--- src/design/circular_double_ended_queue_unit_assert.svh ---
// Assertion macros used by the deque datapath module.
`ifndef CIRCULAR_DOUBLE_ENDED_QUEUE_UNIT_ASSERT_SVH
`define CIRCULAR_DOUBLE_ENDED_QUEUE_UNIT_ASSERT_SVH

// Condition holds at every clock edge outside reset.
`define CDQ_ASSERT_ALWAYS(label, expr, msg) \
   label: assert property (@(posedge clock) disable iff (reset) (expr)) \
      else $error(msg);

// Condition in one cycle implies a condition in the next cycle.
`define CDQ_ASSERT_NEXT(label, pre, post, msg) \
   label: assert property (@(posedge clock) disable iff (reset) (pre) |=> (post)) \
      else $error(msg);

`endif

--- src/design/cdq_pkg.sv ---
// Package with constants, codes, types and ring helpers for the deque unit.
`timescale 1ns / 1ps
package cdq_pkg;
   localparam int DEPTH      = 16;
   localparam int WORD_WIDTH = 32;
   localparam int IDX_W      = $clog2(DEPTH);
   localparam int CNT_W      = $clog2(DEPTH + 1);

   localparam int CMD_W    = 3;
   localparam int VALUE_W  = 32;
   localparam int STATUS_W = 2;
   localparam int COUNT_W  = 5;

   localparam logic [CMD_W-1:0] CMD_NONE       = 3'd0;
   localparam logic [CMD_W-1:0] CMD_PUSH_FRONT = 3'd1;
   localparam logic [CMD_W-1:0] CMD_PUSH_BACK  = 3'd2;
   localparam logic [CMD_W-1:0] CMD_POP_FRONT  = 3'd3;
   localparam logic [CMD_W-1:0] CMD_POP_BACK   = 3'd4;

   localparam logic [STATUS_W-1:0] STATUS_OK    = 2'd0;
   localparam logic [STATUS_W-1:0] STATUS_EMPTY = 2'd1;
   localparam logic [STATUS_W-1:0] STATUS_FULL  = 2'd2;

   typedef struct packed {
      logic load;
      logic exec;
      logic fill;
   } ctl_type;

   typedef struct packed {
      logic need_fill;
   } stat_type;

   function automatic logic [IDX_W-1:0] idx_next(input logic [IDX_W-1:0] idx);
      return (idx == IDX_W'(DEPTH - 1)) ? '0 : idx + 1'b1;
   endfunction

   function automatic logic [IDX_W-1:0] idx_prev(input logic [IDX_W-1:0] idx);
      return (idx == '0) ? IDX_W'(DEPTH - 1) : idx - 1'b1;
   endfunction
endpackage

--- src/design/cdq_ram.sv ---
// Generic single-write, single-read RAM with registered read data.
`timescale 1ns / 1ps
module cdq_ram #(
   parameter int WIDTH = 32,
   parameter int DEPTH = 16
) (
   input  logic                     clock,
   input  logic                     we,
   input  logic [$clog2(DEPTH)-1:0] waddr,
   input  logic [WIDTH-1:0]         wdata,
   input  logic [$clog2(DEPTH)-1:0] raddr,
   output logic [WIDTH-1:0]         rdata
);
   logic [WIDTH-1:0] mem_ff [DEPTH];
   logic [WIDTH-1:0] rdata_ff;

   always_ff @(posedge clock) begin
      if (we) begin
         mem_ff[waddr] <= wdata;
      end
      rdata_ff <= mem_ff[raddr];
   end

   assign rdata = rdata_ff;
endmodule

--- src/design/cdq_ctrl.sv ---
// Controller state machine sequencing load, execute and refill steps.
`timescale 1ns / 1ps
module cdq_ctrl (
   input  logic               clock,
   input  logic               reset,
   input  logic               start,
   input  cdq_pkg::stat_type  stat,
   output cdq_pkg::ctl_type   ctl,
   output logic               busy
);
   import cdq_pkg::*;

   typedef enum logic [1:0] {
      ST_IDLE,
      ST_EXEC,
      ST_FILL
   } state_type;

   state_type state_ff, state_in;

   always_comb begin
      state_in = state_ff;
      unique case (state_ff)
         ST_IDLE: begin
            if (start) state_in = ST_EXEC;
         end
         ST_EXEC: begin
            state_in = stat.need_fill ? ST_FILL : ST_IDLE;
         end
         ST_FILL: begin
            state_in = ST_IDLE;
         end
         default: state_in = ST_IDLE;
      endcase
   end

   always_ff @(posedge clock) begin
      if (reset) begin
         state_ff <= ST_IDLE;
      end else begin
         state_ff <= state_in;
      end
   end

   assign busy     = (state_ff != ST_IDLE);
   assign ctl.load = start && (state_ff == ST_IDLE);
   assign ctl.exec = (state_ff == ST_EXEC);
   assign ctl.fill = (state_ff == ST_FILL);
endmodule

--- src/design/cdq_datapath.sv ---
// Datapath: ring pointers, count, cached end words, slot RAM and result registers.
`timescale 1ns / 1ps
`include "circular_double_ended_queue_unit_assert.svh"
module cdq_datapath (
   input  logic                            clock,
   input  logic                            reset,
   input  cdq_pkg::ctl_type                ctl,
   output cdq_pkg::stat_type               stat,
   input  logic [cdq_pkg::CMD_W-1:0]       req_command,
   input  logic [cdq_pkg::VALUE_W-1:0]     req_value,
   output logic                            rsp_strobe,
   output logic [cdq_pkg::VALUE_W-1:0]     rsp_popped_value,
   output logic [cdq_pkg::STATUS_W-1:0]    rsp_status,
   output logic [cdq_pkg::COUNT_W-1:0]     rsp_count,
   output logic [cdq_pkg::VALUE_W-1:0]     rsp_front_value,
   output logic [cdq_pkg::VALUE_W-1:0]     rsp_back_value
);
   import cdq_pkg::*;

   logic [CMD_W-1:0]      cmd_ff, cmd_in;
   logic [WORD_WIDTH-1:0] word_ff, word_in;
   logic [IDX_W-1:0]      head_ff, head_in;
   logic [IDX_W-1:0]      tail_ff, tail_in;
   logic [CNT_W-1:0]      count_ff, count_in;
   logic [WORD_WIDTH-1:0] front_ff, front_in;
   logic [WORD_WIDTH-1:0] back_ff, back_in;
   logic [WORD_WIDTH-1:0] popped_ff, popped_in;
   logic [STATUS_W-1:0]   status_ff, status_in;
   logic                  strobe_ff, strobe_in;

   logic                  ram_we;
   logic [IDX_W-1:0]      ram_waddr;
   logic [IDX_W-1:0]      ram_raddr;
   logic [WORD_WIDTH-1:0] ram_rdata;

   logic empty, full, is_pop;

   assign empty  = (count_ff == '0);
   assign full   = (count_ff == CNT_W'(DEPTH));
   assign is_pop = (cmd_ff == CMD_POP_FRONT) || (cmd_ff == CMD_POP_BACK);
   assign stat.need_fill = is_pop && (count_ff > CNT_W'(1));

   cdq_ram #(
      .WIDTH(WORD_WIDTH),
      .DEPTH(DEPTH)
   ) u_slots (
      .clock(clock),
      .we(ram_we),
      .waddr(ram_waddr),
      .wdata(word_ff),
      .raddr(ram_raddr),
      .rdata(ram_rdata)
   );

   always_comb begin
      cmd_in    = cmd_ff;
      word_in   = word_ff;
      head_in   = head_ff;
      tail_in   = tail_ff;
      count_in  = count_ff;
      front_in  = front_ff;
      back_in   = back_ff;
      popped_in = popped_ff;
      status_in = status_ff;
      strobe_in = 1'b0;
      ram_we    = 1'b0;
      ram_waddr = head_ff;
      ram_raddr = head_ff;

      if (ctl.load) begin
         cmd_in  = req_command;
         word_in = WORD_WIDTH'(req_value);
      end

      if (ctl.exec) begin
         popped_in = '0;
         status_in = STATUS_OK;
         strobe_in = !stat.need_fill;
         unique case (cmd_ff)
            CMD_PUSH_FRONT: begin
               if (full) begin
                  status_in = STATUS_FULL;
               end else begin
                  head_in   = idx_prev(head_ff);
                  ram_we    = 1'b1;
                  ram_waddr = head_in;
                  front_in  = word_ff;
                  if (empty) back_in = word_ff;
                  count_in  = count_ff + 1'b1;
               end
            end
            CMD_PUSH_BACK: begin
               if (full) begin
                  status_in = STATUS_FULL;
               end else begin
                  tail_in   = idx_next(tail_ff);
                  ram_we    = 1'b1;
                  ram_waddr = tail_in;
                  back_in   = word_ff;
                  if (empty) front_in = word_ff;
                  count_in  = count_ff + 1'b1;
               end
            end
            CMD_POP_FRONT: begin
               if (empty) begin
                  status_in = STATUS_EMPTY;
               end else begin
                  popped_in = front_ff;
                  head_in   = idx_next(head_ff);
                  ram_raddr = head_in;
                  count_in  = count_ff - 1'b1;
                  if (count_ff == CNT_W'(1)) begin
                     front_in = '0;
                     back_in  = '0;
                  end
               end
            end
            CMD_POP_BACK: begin
               if (empty) begin
                  status_in = STATUS_EMPTY;
               end else begin
                  popped_in = back_ff;
                  tail_in   = idx_prev(tail_ff);
                  ram_raddr = tail_in;
                  count_in  = count_ff - 1'b1;
                  if (count_ff == CNT_W'(1)) begin
                     front_in = '0;
                     back_in  = '0;
                  end
               end
            end
            default: ;
         endcase
      end

      // refill the cached end word from the slot read issued during execute
      if (ctl.fill) begin
         strobe_in = 1'b1;
         if (cmd_ff == CMD_POP_FRONT) begin
            front_in = ram_rdata;
         end else begin
            back_in = ram_rdata;
         end
      end
   end

   always_ff @(posedge clock) begin
      if (reset) begin
         head_ff   <= '0;
         tail_ff   <= IDX_W'(DEPTH - 1);
         count_ff  <= '0;
         front_ff  <= '0;
         back_ff   <= '0;
         strobe_ff <= 1'b0;
      end else begin
         head_ff   <= head_in;
         tail_ff   <= tail_in;
         count_ff  <= count_in;
         front_ff  <= front_in;
         back_ff   <= back_in;
         strobe_ff <= strobe_in;
      end
      cmd_ff    <= cmd_in;
      word_ff   <= word_in;
      popped_ff <= popped_in;
      status_ff <= status_in;
   end

   assign rsp_strobe       = strobe_ff;
   assign rsp_popped_value = VALUE_W'(popped_ff);
   assign rsp_status       = status_ff;
   assign rsp_count        = COUNT_W'(count_ff);
   assign rsp_front_value  = VALUE_W'(front_ff);
   assign rsp_back_value   = VALUE_W'(back_ff);

   `CDQ_ASSERT_ALWAYS(a_count_bound, count_ff <= CNT_W'(DEPTH),
      "deque count exceeds depth")
   `CDQ_ASSERT_ALWAYS(a_empty_ends_zero, !empty || (front_ff == '0 && back_ff == '0),
      "empty deque holds nonzero end words")
   `CDQ_ASSERT_ALWAYS(a_empty_ring, !empty || (tail_ff == idx_prev(head_ff)),
      "empty deque pointers inconsistent")
   `CDQ_ASSERT_NEXT(a_strobe_single, strobe_ff, !strobe_ff,
      "result strobe held for two cycles")
   `CDQ_ASSERT_NEXT(a_load_no_strobe, ctl.load, !strobe_ff,
      "result strobe one cycle after transfer")
endmodule

--- src/design/circular_double_ended_queue_unit.sv ---
// Top level of the circular double-ended queue unit.
//
//   channel   ports                     handshake
//   request   req_command, req_value    start & !busy
//   response  rsp_*                     rsp_strobe, one cycle
//
// A transfer is taken in an idle cycle and executed in the next; busy is high then.
// Pushes, failed commands and pops that empty the deque: result strobe registered from
//   the execute state; the next transfer is taken once the controller is back in idle.
// Pops that leave one or more words: execute, then refill for the slot RAM's registered
//   read that refetches the new front or back word; result strobe registered from refill.
// Synchronous reset empties the deque; the receiver cannot stall results.
`timescale 1ns / 1ps
module circular_double_ended_queue_unit (
   input  logic                          clock,
   input  logic                          reset,
   input  logic                          start,
   output logic                          busy,
   input  logic [cdq_pkg::CMD_W-1:0]     req_command,
   input  logic [cdq_pkg::VALUE_W-1:0]   req_value,
   output logic                          rsp_strobe,
   output logic [cdq_pkg::VALUE_W-1:0]   rsp_popped_value,
   output logic [cdq_pkg::STATUS_W-1:0]  rsp_status,
   output logic [cdq_pkg::COUNT_W-1:0]   rsp_count,
   output logic [cdq_pkg::VALUE_W-1:0]   rsp_front_value,
   output logic [cdq_pkg::VALUE_W-1:0]   rsp_back_value
);
   import cdq_pkg::*;

   ctl_type  ctl;
   stat_type stat;

   cdq_ctrl u_ctrl (
      .clock(clock),
      .reset(reset),
      .start(start),
      .stat(stat),
      .ctl(ctl),
      .busy(busy)
   );

   cdq_datapath u_datapath (
      .clock(clock),
      .reset(reset),
      .ctl(ctl),
      .stat(stat),
      .req_command(req_command),
      .req_value(req_value),
      .rsp_strobe(rsp_strobe),
      .rsp_popped_value(rsp_popped_value),
      .rsp_status(rsp_status),
      .rsp_count(rsp_count),
      .rsp_front_value(rsp_front_value),
      .rsp_back_value(rsp_back_value)
   );
endmodule
--- config.mk ---
export PLATFORM = sky130hd
export DESIGN_NAME = circular_double_ended_queue_unit
export DESIGN_NICKNAME = d
export VERILOG_FILES = /design/src/design/cdq_pkg.sv /design/src/design/cdq_ram.sv /design/src/design/cdq_ctrl.sv /design/src/design/cdq_datapath.sv /design/src/design/circular_double_ended_queue_unit.sv
export VERILOG_INCLUDE_DIRS = /design/src /design/src/design
export SDC_FILE = /design/constraint.sdc
export NUM_CORES = 1
export LEC_CHECK = 0
export BUFFER_PORTS_ARGS = -buffer_cell sky130_fd_sc_hd__buf_2
export CAP_MARGIN = 20
export CELL_PAD_IN_SITES_DETAIL_PLACEMENT = 1
export CELL_PAD_IN_SITES_GLOBAL_PLACEMENT = 2
export CORE_MARGIN = 3
export CORE_UTILIZATION = 48
export DETAILED_ROUTE_END_ITERATION = 12
export GPL_ROUTABILITY_DRIVEN = 0
export PLACE_DENSITY = 0.95
export RECOVER_POWER = 25
export SKIP_CTS_REPAIR_TIMING = 1
export SLEW_MARGIN = 0
export SYNTH_ARGS = -nofsm -noshare
export SYNTH_HDL_FRONTEND = slang
export SYNTH_SLANG_ARGS = --single-unit
--- constraint.sdc ---
create_clock -name clock -period 9.1 [get_ports clock]
set_clock_uncertainty 0.1 [all_clocks]
set_input_delay 0 -clock clock [delete_from_list [all_inputs] [get_ports clock]]
set_output_delay 0 -clock clock [all_outputs]
set_load 0.005 [all_outputs]
== Yosys cells after proc, flatten, opt, wreduce, memory -nomap -nowiden ==
Memories as Yosys holds them, arrays and structs flattened. A register that Yosys moved wholly into a read port is not among the register bits.
Index checks and enable logic that the tools add are counted.

* $add $sub $neg: 6
* $lt $le $gt $ge: 1
* Equal/unequal tests: 15
* Multiplexer cells: 53
* Reduce and logical (&&, ||, !) cells: 17

{| class="wikitable"
|+ Operator list
! kind !! count
|-
| 32-bit two-way mux || 18
|-
| 32-bit one-hot mux with 3 select lines || 2
|-
| 32-bit one-hot mux with 2 select lines || 1
|-
| 4-bit two-way mux || 12
|-
| 4-bit one-hot mux with 2 select lines || 4
|-
| 5-bit two-way mux || 2
|-
| 2-bit inequality test (second input constant) || 5
|-
| 5-bit one-hot mux with 2 select lines || 1
|-
| 4-bit by 1-bit adder with 4-bit output (second input constant) || 2
|-
| 4-bit equality test (second input constant) || 2
|-
| 4-bit zero test || 2
|-
| 1-bit two-way mux || 8
|-
| 2-bit one-hot mux with 2 select lines || 2
|-
| 4-bit AND reduction || 2
|-
| 2-bit nonzero test || 4
|-
| 4-bit by 1-bit subtractor with 4-bit output (second input constant) || 2
|-
| 3-bit by 2-bit equality test with 1-bit output (second input constant) || 2
|-
| 2-bit two-way mux || 3
|-
| 5-bit by 1-bit adder with 5-bit output (second input constant) || 1
|-
| 5-bit by 1-bit equality test with 1-bit output (second input constant) || 1
|-
| 5-bit equality test (second input constant) || 1
|-
| 5-bit by 1-bit greater-than comparator with 1-bit output (second input constant) || 1
|-
| 5-bit zero test || 1
|-
| 5-bit by 1-bit subtractor with 5-bit output (second input constant) || 1
|-
| other kinds (10) || 12
|}

* Register bits after elaboration: 149
* Memory bits (writable): 512
* Bits of input ports: 38
* Output and inout port bits: 105
* Word-level logic and storage cells: 104
* Memories: 1

{| class="wikitable"
|+ Memory list
! name !! depth !! width !! read ports !! clocked after memory_dff !! wr ports !! RTL line !! source
|-
| u_datapath.u_slots.mem_ff || 16 || 32 || 1 || 1 || 1 || cdq_ram.sv:14 || <nowiki>logic [WIDTH-1:0] mem_ff [DEPTH];</nowiki>
|}

== Depth between registers and ports, before layout ==
* Depth after elaboration: 7
* Depth in mapped cells: 12
* Depth with buffers taken out: 9

== Modules after synthesis ==
Synthesis repeated with hierarchy kept, for this count alone.

* Cells, all modules: 1,647
* Area, all modules: 27,512.6 um^2

{| class="wikitable"
|+ Modules (own cells, without submodules)
! module !! instances !! cells an instance !! area an instance (um^2) !! seq. area each (um^2)
|-
| cdq_ram || 1 || 838 || 19,835.3 || 16,015.4
|-
| cdq_datapath || 1 || 801 || 7,578.5 || 3,633.5
|-
| cdq_ctrl || 1 || 8 || 98.8 || 40.0
|}

== Worst setup path after synthesis ==
OpenSTA, ideal clock, no wires.

* Path type: register to register
* Start point: register u_datapath.count_ff[0] (netlist: u_datapath.rsp_count[0])
* End point: memory u_datapath.u_slots.mem_ff[0][0], enable pin
* Setup time: 421 ps
* Arrival time: 3,264 ps
* Data required time: 8,579 ps
* Slack: 5,315 ps
* Cell stages (with the launch flop): 10
* Buffers on the path: 1
* Period minus slack after synthesis: 3,785 ps
* Cell sequence: dfxtp_1 -> inv_1 -> ha_1 -> nand4bb_1 -> clkbuf_1 -> o21ai_0 -> a2bb2oi_1 -> o21ai_0 -> or2_2 -> nor2_1

* Longest elaborated chain between the ends: 6
* Elaborated cells on any way between the ends: 10
* Classes of those cells: eq/ne (1); mux (9)

{| class="wikitable"
|+ Ends and longest elaborated chain
! item !! RTL line !! source
|-
| from (decl) || cdq_datapath.sv:24 || <nowiki>logic [CNT_W-1:0] count_ff, count_in;</nowiki>
|-
| from (signal assigned) || cdq_datapath.sv:158 || <nowiki>count_ff <= count_in;</nowiki>
|-
| 5-bit equality test * || cdq_datapath.sv:39 || <nowiki>assign full = (count_ff == CNT_W'(DEPTH));</nowiki>
|-
| 1-bit two-way mux || cdq_datapath.sv:81, cdq_datapath.sv:93 ||
|-
| 1-bit two-way mux || - ||
|-
| 1-bit two-way mux || cdq_datapath.sv:75 || <nowiki>if (ctl.exec) begin</nowiki>
|-
| 1-bit two-way mux || cdq_ram.sv:18 || <nowiki>if (we) begin</nowiki>
|-
| 1-bit two-way mux (not written as such) || cdq_ram.sv:19 || <nowiki>mem_ff[waddr] <= wdata;</nowiki>
|-
| to (decl) || cdq_ram.sv:14 ||
|}

Mark *: on every way between the ends. The rest lies on a longest branch, timed or not.

== Worst setup path after layout ==
* Start point: register u_datapath.tail_ff[0]
* End point: register u_datapath.u_slots.rdata_ff[0] (netlist: u_datapath.u_slots.rdata[0]) (read register of u_datapath.u_slots.mem_ff)

* Longest elaborated chain between the ends: 5
* Elaborated cells on any way between the ends: 6
* Classes of those cells: add/sub (1); mux (4); reduce/logical (1)

{| class="wikitable"
|+ Ends and longest elaborated chain
! item !! RTL line !! source
|-
| from (decl) || cdq_datapath.sv:23 || <nowiki>logic [IDX_W-1:0] tail_ff, tail_in;</nowiki>
|-
| from (signal assigned) || cdq_datapath.sv:150 || <nowiki>tail_ff <= IDX_W'(DEPTH - 1);</nowiki>
|-
| from (signal assigned) || cdq_datapath.sv:157 || <nowiki>tail_ff <= tail_in;</nowiki>
|-
| 4-bit by 1-bit subtractor with 4-bit output / 4-bit zero test (equally long branches) || cdq_pkg.sv:39 || <nowiki>return (idx == '0) ? IDX_W'(DEPTH - 1) : idx - 1'b1;</nowiki>
|-
| 4-bit two-way mux * || cdq_pkg.sv:39 ||
|-
| 4-bit two-way mux * || cdq_datapath.sv:119 || <nowiki>if (empty) begin</nowiki>
|-
| 4-bit one-hot mux with 2 select lines * || cdq_datapath.sv:79 || <nowiki>unique case (cmd_ff)</nowiki>
|-
| 4-bit two-way mux * || cdq_datapath.sv:75 ||
|-
| to (decl) || cdq_ram.sv:15 || <nowiki>logic [WIDTH-1:0] rdata_ff;</nowiki>
|}

Marks and branches as above.
A chain may end at the register's enable or synchronous reset.

==> summary.txt <==
CTS Root Cell -> clkbuf_16
Syn_nets -> 1879
Initial antenna violation count -> 5
Syn Std Cell Area -> 27000 sq um
CP required -> 9.56 ns
Filler instances -> 5237
Top FF cell, synth -> edfxtp_1
Row count -> 86
FF-to-FF setup slack -> 4.27 ns
Clock Power Share -> 43.3%
Initial drt markers -> 2820
Sink Count -> 693
Pin count of the biggest net entering global routing -> 81
Critical path class -> flop to flop
Setup Viol. Count Final -> 0
Worst setup SP type -> flop
Worst reg2reg path depth -> 10
HP Start -> req_value[19]
Final Cycle Share -> 53.1%
Worst Path Arrival -> 5.29 ns
Mean post-synth cell area -> 14.7 sq um
H-Tree Depth -> 3
Detailed Route WL -> 89200 um
Max VDD drop -> 0.153 mV
Final instance area -> 31400 sq um
Max-cap violation count -> 0
Synth top area share -> 64.6%
Fmax -> 0.207 GHz
Leakage power -> 10.2 nW
Most common cell after layout, fill and taps aside -> edfxtp_1
Post-synth EDFFs -> 581
CTS Buf Count -> 72
RSZ-0062 raised after global routing -> false
Post-DR wirelength/cell -> 31.7 um
Die Height -> 243 um
Die W -> 243 um
Register bit total from synthesis -> 693
Worst Hold Endpoint -> u_datapath.word_ff[19]
Initial DRT Pass Iterations -> 7
Post-synth ARST share -> 0%
Max Slew Vio Count -> 0
Layout area overhead -> 16.3%
Register area share after synthesis -> 72.9%
First-pass GRT wire length -> 130000 um
Comb pwr share -> 4.6%
Critical Path Sink Type -> flop
Tmin final -> 4.83 ns
Via count -> 19073
Worst Hold Slack -> -0.0158 ns
Status -> finished, violations left
Switch share -> 23.3%
Slowest CP cell -> buf_4
Post-Synthesis Cells -> 1833
CTS tree -> yes
# nets final -> 2056
Maximum fanout along the worst path -> 78
Final Hold Violating Endpoints -> 8
FF-to-FF Start -> u_datapath.tail_ff[0]
Max-slew headroom -> 13.0%
Clk_lat worst skew -> 0.63 ns
Register Area -> 19700 sq um
Worst-path clk slew -> 0.06 ns
Total track usage -> 29.3%
Sequential power share -> 52.0%
CP cell instances -> inv_1 > ha_1 > or4b_1 > a211oi_2 > o21ai_1 > nand2_4 > buf_4 > a22oi_1 > a32oi_1 > and3_1
Core footprint -> 55400 sq um
Worst r2r dst -> u_datapath.u_slots.rdata[0]
Vias in the first global route -> 19116
Ports -> 143
Final HPWL from detailed placement -> 51000 um
Cell depth of the worst hold path -> 2
Grt total ovfl -> 0
Post-DP Area -> 28600 sq um
Synth warn -> 0
Drt drc -> 0
Hold Crit Class -> input pin to flop
Clock Tree Buf Depth -> 3
Leading area contributor after synthesis -> edfxtp_1
Final ANT Viol Nets -> 0
Input/output buffers -> 142
Fin Setup TNS -> 0 ns
Failing checks -> hold timing
Vias per std cell -> 6.77
Psw -> 1.60 mW
Highest-count cells in the layout ignoring fill and taps -> edfxtp_1 (581), a22oi_1 (128), dfxtp_1 (112)
Synth area leaders -> edfxtp_1 (65%), dfxtp_1 (8.3%), a22oi_1 (3.6%), a221oi_1 (2.6%), nand3b_1 (1.8%)
Distinct cells, synth -> 75
Internal power -> 5.28 mW
Die area -> 59100 sq um
Layout cells sized above 1 -> 13.8%
Effective utilization at floorplan -> 48.7%
Area of the multi-input gates -> 6580 sq um
P per Cell Area -> 219 nW/um^2
Actual slew at the worst max-slew pin -> 1.31 ns
Worst path max stage delay -> 0.89 ns
[logic make-up (layout without fill, tap and decap cells)]
logic type	Yosys count	after routing	share of synthesized area (%)
other	0	1	0
AOI/OAI and AO/OA	517	517	15.3
buffers and inverters	208	444	3.50
adders and majority gates	8	8	0.371
muxes	1	1	0.0371
xor gates and xnor gates	10	10	0.324
DFF	693	693	72.9
and+or+nand+nor	396	396	7.59
[power groups by stage]
stage               combinational, mW  sequential, mW  clock (mW)
floorplan                       0.175            3.60           0
global placement                0.276            3.64           0
detailed placement              0.291            3.64           0
CTS                             0.301            3.58        2.99
global route                    0.338            3.58        3.14
finish                          0.319            3.58        2.98
[synth_stat cells, drive strengths merged (32+ instances only)]
master,count
dfxtp,112
o22ai,33
nor3,42
inv,75
buf,55
nor2,123
clkbuf,78
nand3b,65
a221oi,90
edfxtp,581
nand2,80
a211oi,33
a32oi,33
and3,32
a22oi,128
a22o,34
a21oi,37
[flip-flops by register name (all words and copies together) (netlist names), 3 cells and up]
register,cells
u_datapath.cmd_ff,3
u_datapath.rsp_front_value,32
u_datapath.rsp_count,5
u_datapath.rsp_back_value,32
u_datapath.tail_ff,4
u_datapath.rsp_popped_value,32
u_datapath.u_slots.mem_ff,512
u_datapath.head_ff,4
u_datapath.u_slots.rdata,32
u_datapath.word_ff,32
[per-stage QoR]
stage | utilization, % | hold slack (ns) | power [mW] | worst slack (ns) | std cells
floorplan | - | -0.00113 | 3.78 | 5.31 | 1833
global placement | 51.4 | 0.0766 | 3.91 | 4.74 | 2627
detailed placement | 51.6 | 0.0784 | 3.93 | 4.53 | 2632
CTS | 55.8 | -0.573 | 6.87 | 4.45 | 2765
global route | 56.7 | -0.0185 | 7.06 | 4.15 | 2817
finish | 56.7 | -0.0158 | 6.88 | 4.27 | 2818
[routing by layer]
metal,share of wire (%),vias up,track usage [%],wire length (um)
met5,0.048,-,0,43
met4,3.3,6,10.4,2960
met3,11,237,5.08,10200
met2,47,1420,46.6,41800
met1,38,9729,41.0,34200
li1,-,7681,-,-
[worst max-delay path by stage]
stage,start,end,slack (ns)
global placement,u_ctrl.state_ff[1],u_datapath.u_slots.rdata[13],4.74
floorplan,u_datapath.rsp_count[0],u_datapath.u_slots.mem_ff[0][0],5.31
global route,u_datapath.tail_ff[0],u_datapath.u_slots.rdata[0],4.15
detailed placement,u_ctrl.state_ff[1],u_datapath.u_slots.rdata[13],4.53
CTS,u_ctrl.state_ff[1],u_datapath.u_slots.rdata[13],4.45
finish,u_datapath.tail_ff[0],u_datapath.u_slots.rdata[0],4.27
[worst max-delay path: cells and delay by family (launching register included)]
| kind | cells | cell delay, ns |
|---|---|---|
| compound gates | 4 | 1.41 |
| fa+ha+maj | 1 | 0.39 |
| buf+inv | 2 | 1.04 |
| flops | 1 | 0.47 |
| simple gates | 3 | 1.30 |
[final cells by class]
cell class	instances	area share, %
diodes	1	0.00797
clock buffers	98	6.31
clock inverters	35	1.16
inverters	75	0.896
multi-input cells	932	21.0
flip-flops and latches	693	62.7
well taps	748	2.98
repair buffers	236	5.00
No activity file was read; power rests on OpenSTA's default activity.
